===== config.mk =====
export PLATFORM = sky130hd
export DESIGN_NAME = ui_text_escape_parser
export DESIGN_NICKNAME = d
export VERILOG_FILES = /design/src/hdl/tep_pkg.sv /design/src/hdl/tep_front.sv /design/src/hdl/tep_queue.sv /design/src/hdl/tep_back.sv /design/src/hdl/ui_text_escape_parser.sv
export SDC_FILE = /design/constraint.sdc
export NUM_CORES = 1
export LEC_CHECK = 0
export BUFFER_PORTS_ARGS = -buffer_cell sky130_fd_sc_hd__buf_2
export CORE_MARGIN = 1.5
export CORE_UTILIZATION = 25
export DETAILED_ROUTE_END_ITERATION = 16
export HOLD_SLACK_MARGIN = 0.15
export PLACE_DENSITY = 0.4
export SYNTH_ARGS = -nofsm -noshare
export SYNTH_HDL_FRONTEND = slang
export SYNTH_HIERARCHICAL = 1
export SYNTH_SLANG_ARGS = --single-unit

===== constraint.sdc =====
create_clock -name clk -period 6.6 [get_ports clk]
set_input_delay 1.32 -clock clk [delete_from_list [all_inputs] [get_ports clk]]
set_output_delay 1.32 -clock clk [all_outputs]
set_load 0.01 [all_outputs]

===== src/hdl/tep_pkg.sv =====
// shared types, codes and name tables of the text escape parser
package tep_pkg;

  localparam int QUEUE_DEPTH_DEF = 2;
  localparam int NAME_COUNT      = 18;

  // parser phases
  localparam logic [2:0] PH_IDLE   = 3'd0;
  localparam logic [2:0] PH_COLOR  = 3'd1;
  localparam logic [2:0] PH_BACK   = 3'd2;
  localparam logic [2:0] PH_OUTL   = 3'd3;
  localparam logic [2:0] PH_CURS   = 3'd4;
  localparam logic [2:0] PH_WEIGHT = 3'd5;
  localparam logic [2:0] PH_NAME   = 3'd6;

  // command classes: phase codes start a phase, plus these two
  localparam logic [2:0] CMD_BAD   = 3'd0;
  localparam logic [2:0] CMD_RESET = 3'd7;

  // result kinds
  localparam logic [2:0] KIND_INVALID = 3'd0;
  localparam logic [2:0] KIND_RESET   = 3'd1;
  localparam logic [2:0] KIND_COLOR   = 3'd2;
  localparam logic [2:0] KIND_BACK    = 3'd3;
  localparam logic [2:0] KIND_OUTLINE = 3'd4;
  localparam logic [2:0] KIND_WEIGHT  = 3'd5;
  localparam logic [2:0] KIND_CURSOR  = 3'd6;

  // classified byte handed from front to back
  typedef struct packed {
    logic [7:0] ch;
    logic       at_end;
    logic [3:0] hex;
    logic [2:0] cmd;
    logic       wt_ok;
    logic [1:0] wt;
  } item_t;

  // names right-justified, first letter in the highest used byte
  localparam logic [63:0] NAME_TEXT [NAME_COUNT] = '{
    64'("white"), 64'("black"), 64'("clear"), 64'("silver"), 64'("gray"),
    64'("red"), 64'("maroon"), 64'("yellow"), 64'("olive"), 64'("lime"),
    64'("green"), 64'("aqua"), 64'("teal"), 64'("blue"), 64'("navy"),
    64'("fuchsia"), 64'("purple"), 64'("orange")
  };

  localparam logic [3:0] NAME_LEN [NAME_COUNT] = '{
    4'd5, 4'd5, 4'd5, 4'd6, 4'd4, 4'd3, 4'd6, 4'd6, 4'd5,
    4'd4, 4'd5, 4'd4, 4'd4, 4'd4, 4'd4, 4'd7, 4'd6, 4'd6
  };

  localparam logic [31:0] NAME_RGBA [NAME_COUNT] = '{
    32'hFFFFFFFF, 32'h000000FF, 32'h00000000, 32'hC0C0C0FF, 32'h808080FF,
    32'hFF0000FF, 32'h800000FF, 32'hFFFF00FF, 32'h808000FF, 32'h00FF00FF,
    32'h008000FF, 32'h00FFFFFF, 32'h008080FF, 32'h0000FFFF, 32'h000080FF,
    32'hFF00FFFF, 32'h800080FF, 32'hFF8000FF
  };

  // letter of a name at a position below its length
  function automatic logic [7:0] name_char(input int idx, input logic [2:0] pos);
    logic [3:0] sh;
    sh = NAME_LEN[idx] - 4'd1 - {1'b0, pos};
    return NAME_TEXT[idx][{sh[2:0], 3'b000} +: 8];
  endfunction

endpackage


===== src/hdl/tep_front.sv =====
// front end: takes bytes and classifies them for the back end
module tep_front (
  input  logic          in_valid,
  output logic          in_ready,
  input  logic [7:0]    ch,
  input  logic          at_end,
  input  logic          q_full,
  output logic          push,
  output tep_pkg::item_t item
);
  import tep_pkg::*;

  assign in_ready = !q_full;
  assign push     = in_valid && !q_full;

  always_comb begin
    item        = '0;
    item.ch     = ch;
    item.at_end = at_end;

    // hex digit value, anything else counts as zero
    if (ch >= 8'h30 && ch <= 8'h39) begin
      item.hex = 4'(ch - 8'h30);
    end else if (ch >= 8'h61 && ch <= 8'h66) begin
      item.hex = 4'(ch - 8'h57);
    end else if (ch >= 8'h41 && ch <= 8'h46) begin
      item.hex = 4'(ch - 8'h37);
    end else begin
      item.hex = 4'd0;
    end

    unique case (ch)
      8'h72:   item.cmd = CMD_RESET;  // r
      8'h23:   item.cmd = PH_COLOR;   // #
      8'h40:   item.cmd = PH_BACK;    // @
      8'h7C:   item.cmd = PH_OUTL;    // |
      8'h63:   item.cmd = PH_CURS;    // c
      8'h2E:   item.cmd = PH_WEIGHT;  // .
      8'h7E:   item.cmd = PH_NAME;    // ~
      default: item.cmd = CMD_BAD;
    endcase

    unique case (ch)
      8'h6C: begin item.wt_ok = 1'b1; item.wt = 2'd0; end  // l
      8'h6E: begin item.wt_ok = 1'b1; item.wt = 2'd1; end  // n
      8'h62: begin item.wt_ok = 1'b1; item.wt = 2'd2; end  // b
      8'h68: begin item.wt_ok = 1'b1; item.wt = 2'd3; end  // h
      default: begin item.wt_ok = 1'b0; item.wt = 2'd0; end
    endcase
  end

endmodule


===== src/hdl/tep_queue.sv =====
// small first-word-fall-through queue between front and back
module tep_queue #(
  parameter int DEPTH = tep_pkg::QUEUE_DEPTH_DEF
) (
  input  logic           clk,
  input  logic           rst,
  input  logic           push,
  input  tep_pkg::item_t wr_item,
  input  logic           pop,
  output tep_pkg::item_t rd_item,
  output logic           full,
  output logic           nonempty
);
  import tep_pkg::*;

  localparam int PTR_W = (DEPTH > 1) ? $clog2(DEPTH) : 1;
  localparam int CNT_W = $clog2(DEPTH + 1);

  item_t             entries [DEPTH];
  logic [PTR_W-1:0]  wr_ptr;
  logic [PTR_W-1:0]  rd_ptr;
  logic [CNT_W-1:0]  count;

  assign full     = (count == CNT_W'(DEPTH));
  assign nonempty = (count != '0);
  assign rd_item  = entries[rd_ptr];

  always_ff @(posedge clk) begin
    if (push) begin
      entries[wr_ptr] <= wr_item;
    end
  end

  always_ff @(posedge clk) begin
    if (rst) begin
      wr_ptr <= '0;
      rd_ptr <= '0;
      count  <= '0;
    end else begin
      if (push) begin
        wr_ptr <= (wr_ptr == PTR_W'(DEPTH - 1)) ? '0 : wr_ptr + 1'b1;
      end
      if (pop) begin
        rd_ptr <= (rd_ptr == PTR_W'(DEPTH - 1)) ? '0 : rd_ptr + 1'b1;
      end
      if (push && !pop) begin
        count <= count + 1'b1;
      end else if (pop && !push) begin
        count <= count - 1'b1;
      end
    end
  end

endmodule


===== src/hdl/tep_back.sv =====
// back end: escape state machine and the result register
module tep_back (
  input  logic           clk,
  input  logic           rst,
  input  logic           q_nonempty,
  input  tep_pkg::item_t q_item,
  output logic           pop,
  output logic           out_valid,
  input  logic           out_ready,
  output logic [2:0]     kind,
  output logic [7:0]     red,
  output logic [7:0]     green,
  output logic [7:0]     blue,
  output logic [7:0]     alpha,
  output logic [7:0]     amount,
  output logic [3:0]     consumed
);
  import tep_pkg::*;

  logic [2:0]            phase, phase_next;
  logic [3:0]            digit_count, digit_count_next;
  logic [31:0]           hex_accum, hex_accum_next;
  logic [NAME_COUNT-1:0] name_cand, name_cand_next;
  logic [2:0]            name_pos, name_pos_next;

  logic                  emit;
  logic [2:0]            r_kind;
  logic [31:0]           r_rgba;
  logic [7:0]            r_amount;
  logic [3:0]            r_consumed;

  logic [NAME_COUNT-1:0] keep;
  logic [3:0]            pos_inc;
  logic                  name_done;
  logic [4:0]            done_idx;
  logic [3:0]            need;

  // the output register frees up as its item is taken
  assign pop = q_nonempty && (!out_valid || out_ready);

  always_comb begin
    phase_next       = phase;
    digit_count_next = digit_count;
    hex_accum_next   = hex_accum;
    name_cand_next   = name_cand;
    name_pos_next    = name_pos;
    emit             = 1'b0;
    r_kind           = KIND_INVALID;
    r_rgba           = '0;
    r_amount         = '0;
    r_consumed       = '0;
    keep             = '0;
    pos_inc          = {1'b0, name_pos} + 4'd1;
    name_done        = 1'b0;
    done_idx         = '0;
    need             = (phase == PH_COLOR || phase == PH_BACK) ? 4'd8 : 4'd2;

    for (int i = 0; i < NAME_COUNT; i++) begin
      keep[i] = name_cand[i] && ({1'b0, name_pos} < NAME_LEN[i]) &&
                (name_char(i, name_pos) == q_item.ch);
    end
    // walk down so the lowest table index wins
    for (int i = NAME_COUNT - 1; i >= 0; i--) begin
      if (keep[i] && NAME_LEN[i] == pos_inc) begin
        name_done = 1'b1;
        done_idx  = 5'(i);
      end
    end

    if (pop) begin
      unique case (phase) inside
        PH_COLOR, PH_BACK, PH_OUTL, PH_CURS: begin
          if (q_item.at_end) begin
            emit       = 1'b1;
            r_consumed = 4'd1;
          end else begin
            hex_accum_next   = {hex_accum[27:0], q_item.hex};
            digit_count_next = digit_count + 4'd1;
            if (digit_count_next >= need) begin
              emit = 1'b1;
              unique case (phase)
                PH_COLOR: begin
                  r_kind = KIND_COLOR; r_rgba = hex_accum_next; r_consumed = 4'd9;
                end
                PH_BACK: begin
                  r_kind = KIND_BACK; r_rgba = hex_accum_next; r_consumed = 4'd9;
                end
                PH_OUTL: begin
                  r_kind = KIND_OUTLINE; r_amount = hex_accum_next[7:0];
                  r_consumed = 4'd3;
                end
                default: begin
                  r_kind = KIND_CURSOR; r_amount = hex_accum_next[7:0];
                  r_consumed = 4'd3;
                end
              endcase
            end
          end
        end
        PH_WEIGHT: begin
          emit = 1'b1;
          if (q_item.at_end) begin
            r_consumed = 4'd1;
          end else if (q_item.wt_ok) begin
            r_kind     = KIND_WEIGHT;
            r_amount   = {6'd0, q_item.wt};
            r_consumed = 4'd2;
          end else begin
            r_consumed = 4'd2;
          end
        end
        PH_NAME: begin
          if (q_item.at_end) begin
            emit       = 1'b1;
            r_consumed = 4'd1;
          end else if (name_done) begin
            emit       = 1'b1;
            r_kind     = KIND_COLOR;
            r_rgba     = NAME_RGBA[done_idx];
            r_consumed = pos_inc + 4'd1;
          end else if (keep == '0 || pos_inc > 4'd7) begin
            // byte that killed the last candidate is not consumed
            emit       = 1'b1;
            r_consumed = 4'd1;
          end else begin
            name_cand_next = keep;
            name_pos_next  = pos_inc[2:0];
          end
        end
        default: begin
          // idle or a stray code: this byte is a command
          digit_count_next = '0;
          hex_accum_next   = '0;
          name_cand_next   = '1;
          name_pos_next    = '0;
          phase_next       = PH_IDLE;
          if (q_item.at_end) begin
            emit = 1'b1;
          end else begin
            unique case (q_item.cmd)
              CMD_RESET: begin
                emit = 1'b1; r_kind = KIND_RESET; r_consumed = 4'd1;
              end
              CMD_BAD: begin
                emit = 1'b1; r_consumed = 4'd1;
              end
              default: phase_next = q_item.cmd;
            endcase
          end
        end
      endcase

      if (emit) begin
        phase_next       = PH_IDLE;
        digit_count_next = '0;
        hex_accum_next   = '0;
        name_cand_next   = '1;
        name_pos_next    = '0;
      end
    end
  end

  always_ff @(posedge clk) begin
    if (rst) begin
      phase       <= PH_IDLE;
      digit_count <= '0;
      hex_accum   <= '0;
      name_cand   <= '1;
      name_pos    <= '0;
      out_valid   <= 1'b0;
    end else begin
      phase       <= phase_next;
      digit_count <= digit_count_next;
      hex_accum   <= hex_accum_next;
      name_cand   <= name_cand_next;
      name_pos    <= name_pos_next;
      if (pop && emit) begin
        out_valid <= 1'b1;
      end else if (out_ready) begin
        out_valid <= 1'b0;
      end
    end
  end

  always_ff @(posedge clk) begin
    if (pop && emit) begin
      kind     <= r_kind;
      red      <= r_rgba[31:24];
      green    <= r_rgba[23:16];
      blue     <= r_rgba[15:8];
      alpha    <= r_rgba[7:0];
      amount   <= r_amount;
      consumed <= r_consumed;
    end
  end

endmodule


===== src/hdl/ui_text_escape_parser.sv =====
// top level of the text styling escape parser
// Takes one escape byte per item (or an end marker) and returns one result per
// escape with its kind, colour channels, amount and consumed byte count. The
// block accepts one item per clock cycle unless the output stalls: each byte
// is classified on entry, waits in a short queue (QUEUE_DEPTH items), and the
// back-end state machine takes one queued item per cycle while its result
// register is free; out_valid is registered, set as the byte closing an
// escape leaves the queue. Output stalls back up into the queue and then to
// in_ready; after a result the parser is idle and the next byte is a command.
module ui_text_escape_parser #(
  parameter int QUEUE_DEPTH = tep_pkg::QUEUE_DEPTH_DEF
) (
  input  logic       clk,
  input  logic       rst,
  input  logic       in_valid,
  output logic       in_ready,
  input  logic [7:0] ch,
  input  logic       at_end,
  output logic       out_valid,
  input  logic       out_ready,
  output logic [2:0] kind,
  output logic [7:0] red,
  output logic [7:0] green,
  output logic [7:0] blue,
  output logic [7:0] alpha,
  output logic [7:0] amount,
  output logic [3:0] consumed
);
  import tep_pkg::*;

  item_t front_item;
  item_t q_item;
  logic  push;
  logic  pop;
  logic  q_full;
  logic  q_nonempty;

  tep_front u_front (
    .in_valid (in_valid),
    .in_ready (in_ready),
    .ch       (ch),
    .at_end   (at_end),
    .q_full   (q_full),
    .push     (push),
    .item     (front_item)
  );

  tep_queue #(
    .DEPTH (QUEUE_DEPTH)
  ) u_queue (
    .clk      (clk),
    .rst      (rst),
    .push     (push),
    .wr_item  (front_item),
    .pop      (pop),
    .rd_item  (q_item),
    .full     (q_full),
    .nonempty (q_nonempty)
  );

  tep_back u_back (
    .clk        (clk),
    .rst        (rst),
    .q_nonempty (q_nonempty),
    .q_item     (q_item),
    .pop        (pop),
    .out_valid  (out_valid),
    .out_ready  (out_ready),
    .kind       (kind),
    .red        (red),
    .green      (green),
    .blue       (blue),
    .alpha      (alpha),
    .amount     (amount),
    .consumed   (consumed)
  );

endmodule


## Word level (Yosys, flattened, before mapping)

Memory sizes are Yosys's and may differ from the RTL's. A register that Yosys moved wholly into a read port is not among the register bits.
Cells that the tools add are included.

| cells by class | value |
|---|---|
| $add $sub $neg | 15 |
| $lt $le $gt $ge | 14 |
| equal/unequal tests | 49 |
| shift operators | 18 |
| mux-type cells | 116 |
| bitwise gates (word level) | 1 |
| reduce and logical (&&, ||, !) cells | 83 |

Operators by type and width:

| kind | count |
|---|---|
| indexed part select 64 x 7 -> 8 bit (first input constant) | 18 |
| 2-to-1 mux 32 bit | 7 |
| equality test 8 bit | 18 |
| 2-to-1 mux 5 bit | 18 |
| equality test 8 x 7 -> 1 bit (second input constant) | 9 |
| 2-to-1 mux 18 bit | 4 |
| one-hot mux 32 bit (2 select lines) | 1 |
| logical AND 1 bit | 62 |
| 2-to-1 mux 28 bit | 2 |
| one-hot mux 28 bit (2 select lines) | 1 |
| 2-to-1 mux 4 bit | 12 |
| 2-to-1 mux 3 bit | 14 |
| 2-to-1 mux 1 bit | 38 |
| one-hot mux 18 bit (2 select lines) | 1 |
| 2-to-1 mux 8 bit | 4 |
| one-hot mux 3 bit (7 select lines) | 1 |
| logical NOT 18 bit | 1 |
| one-hot mux 3 bit (3 select lines) | 2 |
| equality test 3 x 4 -> 1 bit (first input constant) | 4 |
| equality test 8 x 6 -> 1 bit (second input constant) | 2 |
| greater-or-equal comparator 8 x 7 -> 1 bit (second input constant) | 2 |
| <= comparator 8 x 7 -> 1 bit (second input constant) | 2 |
| one-hot mux 8 bit (2 select lines) | 1 |
| equality test 3 bit (second input constant) | 4 |
| 41 further kinds | 68 |

| storage, ports and cells | value |
|---|---|
| bits in registers | 108 |
| bits in writable memories | 38 |
| ROM bits | 1024 |
| input port bits | 13 |
| memories | 2 |

Memory list:

| name | depth | bits a word | read ports | clocked after Yosys merged registers in | wr ports | line | RTL |
|---|---|---|---|---|---|---|---|
| (no name shown) | 32 | 32 | 1 | 0 | 0 | tep_back.sv:119 | `r_rgba = NAME_RGBA[done_idx];` |
| u_queue.entries | 2 | 19 | 1 | 1 | 1 | tep_queue.sv:19 | `item_t entries [DEPTH];` |

## Logic depth before layout (Yosys ltp)

| logic depth | value |
|---|---|
| depth in word-level cells | 30 |
| mapped depth | 22 |

## Cells and area by module

The synthesis kept the hierarchy.

By module, submodules not included:

| module | instances | cells an instance | area each (um^2) |
|---|---|---|---|
| tep_back | 1 | 898 | 7453.4 |
| tep_queue | 1 | 81 | 1581.5 |
| tep_front | 1 | 65 | 465.4 |

## Worst setup path before layout

OpenSTA, ideal clock, no wires.

| path | value |
|---|---|
| path kind | register -> register |
| start | register u_back.name_pos[1] |
| end | register u_back.alpha[0], enable pin |
| setup time | 0.451 ns |
| arrival time | 5.592 ns |
| data required time | 6.149 ns |
| slack | 0.557 ns |
| stages on the path, launching flop included | 16 |
| period minus slack after synthesis | 6.043 ns |
| path through | dfxtp_1 > buf_6 > inv_1 > ha_1 > clkbuf_1 > and2_1 > or4b_1 > a221o_1 > a21oi_1 > nand3b_1 > nor3_1 > and3_1 > buf_2 > a21oi_1 > nor2_1 > nor2_1 |

| on the way | value |
|---|---|
| cells in the longest elaborated chain, start to end | 29 |
| elaborated cells between the ends (all ways) | 134 |
| classes of those cells | add/sub: 6; order compare: 6; eq/ne: 23; shift: 18; mux: 24; reduce/logical: 57 |

RTL lines:

| item | line | RTL |
|---|---|---|
| from (decl) | tep_back.sv:24 | `logic [2:0] name_pos, name_pos_next;` |
| from (signal assigned) | tep_back.sv:176 | `name_pos <= name_pos_next;` |
| subtractor 3 bit | tep_pkg.sv:62 | `sh = NAME_LEN[idx] - 4'd1 - {1'b0, pos};` |
| indexed part select 64 x 7 -> 8 bit | tep_pkg.sv:63 | `return NAME_TEXT[idx][{sh[2:0], 3'b000} +: 8];` |
| equality test 8 bit | tep_back.sv:60 | `(name_char(i, name_pos) == q_item.ch);` |
| logical AND 1 bit | tep_back.sv:59 | `keep[i] = name_cand[i] && ({1'b0, name_pos} < NAME_LEN[i]) &&` |
| logical AND 1 bit | tep_back.sv:64 | `if (keep[i] && NAME_LEN[i] == pos_inc) begin` |
| 2-to-1 mux 1 bit (18 in series) | tep_back.sv:64 |  |
| 2-to-1 mux 1 bit (*) | tep_back.sv:116 | `end else if (name_done) begin` |
| 2-to-1 mux 1 bit (*) | tep_back.sv:113 | `if (q_item.at_end) begin` |
| one-hot mux 1 bit (3 select lines) (*) | tep_back.sv:71 | `unique case (phase) inside` |
| 2-to-1 mux 1 bit (*) (2 in series) | tep_back.sv:70 | `if (pop) begin` |
| logical AND 1 bit (*) | tep_back.sv:186 | `if (pop && emit) begin` |
| to (signal assigned) | tep_back.sv:191 | `alpha <= r_rgba[7:0];` |
| to (decl) | tep_back.sv:14 | `output logic [7:0] alpha,` |

Every way passes the cells marked *; elsewhere a longest branch is shown, timed or not. The select of a mux whose other input is x is not followed.
A chain may end at the register's enable or synchronous reset.

## Final worst setup path

| path | value |
|---|---|
| start | register u_back.name_pos[0] |
| end | register u_back.green[2], enable pin |

| on the way | value |
|---|---|
| cells in the longest elaborated chain, start to end | 29 |
| elaborated cells between the ends (all ways) | 134 |
| classes of those cells | add/sub: 6; order compare: 6; eq/ne: 23; shift: 18; mux: 24; reduce/logical: 57 |

RTL lines:

| item | line | RTL |
|---|---|---|
| subtractor 3 bit | tep_pkg.sv:62 |  |
| indexed part select 64 x 7 -> 8 bit | tep_pkg.sv:63 |  |
| equality test 8 bit | tep_back.sv:60 |  |
| logical AND 1 bit | tep_back.sv:59 |  |
| logical AND 1 bit | tep_back.sv:64 |  |
| 2-to-1 mux 1 bit (18 in series) | tep_back.sv:64 |  |
| 2-to-1 mux 1 bit (*) | tep_back.sv:116 |  |
| 2-to-1 mux 1 bit (*) | tep_back.sv:113 |  |
| one-hot mux 1 bit (3 select lines) (*) | tep_back.sv:71 |  |
| 2-to-1 mux 1 bit (*) (2 in series) | tep_back.sv:70 |  |
| logical AND 1 bit (*) | tep_back.sv:186 |  |
| to (signal assigned) | tep_back.sv:189 | `green <= r_rgba[23:16];` |
| to (decl) | tep_back.sv:12 | `output logic [7:0] green,` |

Marks and branches as above.

==> results.tsv <==
stage	metric	value	unit
detailed_routing	final WL	29100	um
finish	Area Growth Syn to Fin	14.5	%
finish	share of layout cells above drive strength 1	0.151	
synth	Seq/Total Area, Yosys	0.399	
clock_network	H-tree Lvls	4	
placement	placed insts	1562	
setup_path	Worst Setup Start Kind	register	
synth	Yosys top cell area share	0.269	
synth	Post-synth EDFFs	85	
detailed_routing	Final ANT Viol Nets	0	
clock_network	hold_buf cts	0	
clock_network	post-CTS setup buffers	0	
global_routing	global route overflow	0	
timing	Worst Skew	0.0111	ns
clock_network	later-pin clock latency in the skew report	0.42	ns
timing	Worst-Margin Slew	1.16	ns
floorplan	die area	39200	um2
floorplan	core area	37600	um2
global_routing	initial antenna violation count	0	
timing	Slew Viols, Final	0	
timing	relative slew slack	0.220	
floorplan	chip height	198	um
finish	n_diodes	0	
finish	Post-Layout Cell Count	1594	
clock_network	CTS Root Cell	clkbuf_16	
synth	Post-Syn Area	9500	um2
finish	Filler Cell Count	4029	
power	Pwr Density	324	nW/um2
setup_path	crit end category	register	
timing	endpoints failing setup	0	
clock_network	# clock sinks	147	
finish	NumNets Final	1112	
detailed_routing	Via density	4.98	
synth	synthesized netlist cell count	1044	
clock_network	CTS max path bufs	2	
global_routing	largest net degree at the start of global routing	56	
synth	mean post-synth cell area	9.10	um2
power	Peak VDD IR	0.178	mV
synth	top-count cell post-synth	edfxtp_1	
synth	Synth Register Bits	147	
clock_network	post_cts resized	0	
setup_path	critical path arrival	5.81	ns
finish	final core utilization	0.289	
detailed_routing	first-pass detailed-route iteration total	5	
power	Leakage	0.00394	uW
floorplan	std cell rows	71	
timing	fmax	0.175	GHz
global_routing	GRT Overall Usage	0.151	
finish	multi-input gate area in the final layout	5240	um2
floorplan	initial core utilization	0.253	
worst_hold_path	Hold WC Path Type	register to register	
placement	Port Buf Inserts	61	
synth	Main synth FF type	edfxtp_1	
synth	top post-synthesis cells by area	edfxtp_1 (27%), dfxtp_1 (13%), ha_1 (3.8%), xnor2_1 (3.5%), nand2_1 (3.3%)	
setup_path	CP required	6.71	ns
synth	syn_nets	1086	
timing	fin crit share	0.865	
floorplan	# IOs	62	
run_status	status	finished clean	
clock_network	clock slew at reported path FFs	0.06	ns
global_routing	vias in the first global route	7605	
synth	Netlist cell types	89	
timing	RSZ-0062 raised after global routing	false	
setup_path	Reg2Reg Setup Slack	0.89	ns
placement	Post-DP HPWL	20400	um
clock_network	CTS tree	done	
detailed_routing	# DRC	0	
detailed_routing	drt initial violations	729	
setup_path	kind of critical path	register to register	
floorplan	Die X	198	um
placement	routability cong.	0.852	
detailed_routing	drt wl/cell	18.3	um
timing	Hold Vio Cnt, Final	0	
setup_path	CP Launch Point	u_back/name_pos[0]	
setup_path	Critical R2R Launch	u_back/name_pos[0]	
setup_path	Crit Path Max Fanout	34	
finish	Reg area	3790	um2
timing	Fin Setup TNS	0	ns
synth	post-synth top area cell	edfxtp_1	
clock_network	total CTS buffers	17	
synth	Async SR Flop Fraction	0	
flow_run	Max-Cap Viols	0	
synth	synthesis warning total	6	
global_routing	first-pass GRT wire length	45600	um
detailed_routing	DR vias	7940	
worst_hold_path	worst hold start	u_back/hex_accum[25]	
timing	fin crit period	5.71	ns
synth	Synth top cells by count	edfxtp_1 (85), nand2_1 (84), nor2_1 (83)	
[layout make-up]
type	instances	area share
Multi-Input combinational cell	794	0.482
Clock buffer	22	0.0437
Inverter	29	0.0100
Sequential cell	147	0.349
Tap cell	511	0.0588
Clock inverter	10	0.0135
Timing Repair Buffer	81	0.0430
[cell families (layout without fill, tap and decap cells)]
family / after synthesis / after routing / synth area share
AND/OR/NAND/NOR: 425 / 425 / 0.239
AO/OA/AOI/OAI: 256 / 256 / 0.188
flip-flops: 147 / 147 / 0.399
buffers and inverters: 103 / 142 / 0.0503
XOR/XNOR: 50 / 50 / 0.0461
multiplexers: 34 / 34 / 0.0389
adder cells (fa/ha/maj): 29 / 29 / 0.0382
[critical path, stage by stage (launching register included)]
cell,delay [ns]
dfxtp_1,0.31
buf_4,0.18
buf_4,0.23
ha_1,0.22
inv_1,0.07
ha_1,0.44
a21boi_0,0.72
nand2_1,0.30
o21bai_1,0.38
a21oi_1,0.37
nand3b_1,0.23
nor3_1,0.16
and3_1,0.36
a21oi_1,0.49
nor2_1,0.17
nor2_4,0.43
buf_12,0.28
[registers in the layout (all words and copies together) (netlist names), named ones only]
name and cells:
u_back/consumed 4, u_back/kind 3, u_queue/wr_ptr 1, u_queue/entries 38
u_back/green 8, u_back/name_cand 18, u_back/digit_count 4, u_back/red 8
u_back/out_valid 1, u_back/phase 3, u_back/blue 8, u_queue/count 2
u_back/name_pos 3, u_back/amount 8, u_back/hex_accum 28, u_queue/rd_ptr 1
u_back/alpha 8
[through the flow]
stage | total power [uW] | setup WS [ns] | cell area (um2) | hold WS (ns)
2_1_floorplan | 2080 | 0.557 | 9500 | 0.449
3_3_place_gp | 2530 | 0.839 | 10300 | 0.463
3_5_place_dp | 2510 | 1.02 | 10300 | 0.468
4_1_cts | 3570 | 0.968 | 10900 | 0.479
5_1_grt | 3740 | 0.491 | 10900 | 0.510
6_report | 3520 | 0.891 | 10900 | 0.475
[power by group]
| part | leakage [uW] | internal, uW | switching (uW) |
|---|---|---|---|
| clock network | 0.000301 | 633 | 403 |
| registers | 0.00132 | 1190 | 71.8 |
| logic | 0.00232 | 393 | 827 |
| total | 0.00394 | 2220 | 1300 |
[cells in the final DEF (no fill, tap or decap), types with 23 or more instances in the layout]
master	n
o21bai_1	25
ha_1	29
xnor2_1	38
nor3_1	35
o21ai_0	49
nand2_1	84
nand2b_1	42
dfxtp_1	62
inv_1	27
nor2_1	82
mux2_2	23
buf_2	61
nand3_1	47
a21oi_1	58
edfxtp_1	85
[worst paths after layout]
kind / end / depth (start not counted)
hold / removal: u_back/hex_accum[25] / 2
hold reg to reg: u_back/hex_accum[25] / 2
setup / recovery: u_back/green[2] / 16
setup reg to reg: u_back/green[2] / 16
[routing by layer]
| layer | vias to the layer above | global-route usage | routed length, um |
|---|---|---|---|
| met1 | 3826 | 0.209 | 14100 |
| met3 | 26 | 0.0257 | 1120 |
| met4 | 0 | 0.0438 | 517 |
| li1 | 3879 | - | - |
| met2 | 209 | 0.242 | 13400 |
| met5 | - | 0 | 0 |
Note: power is estimated with default switching activity, not from simulation.
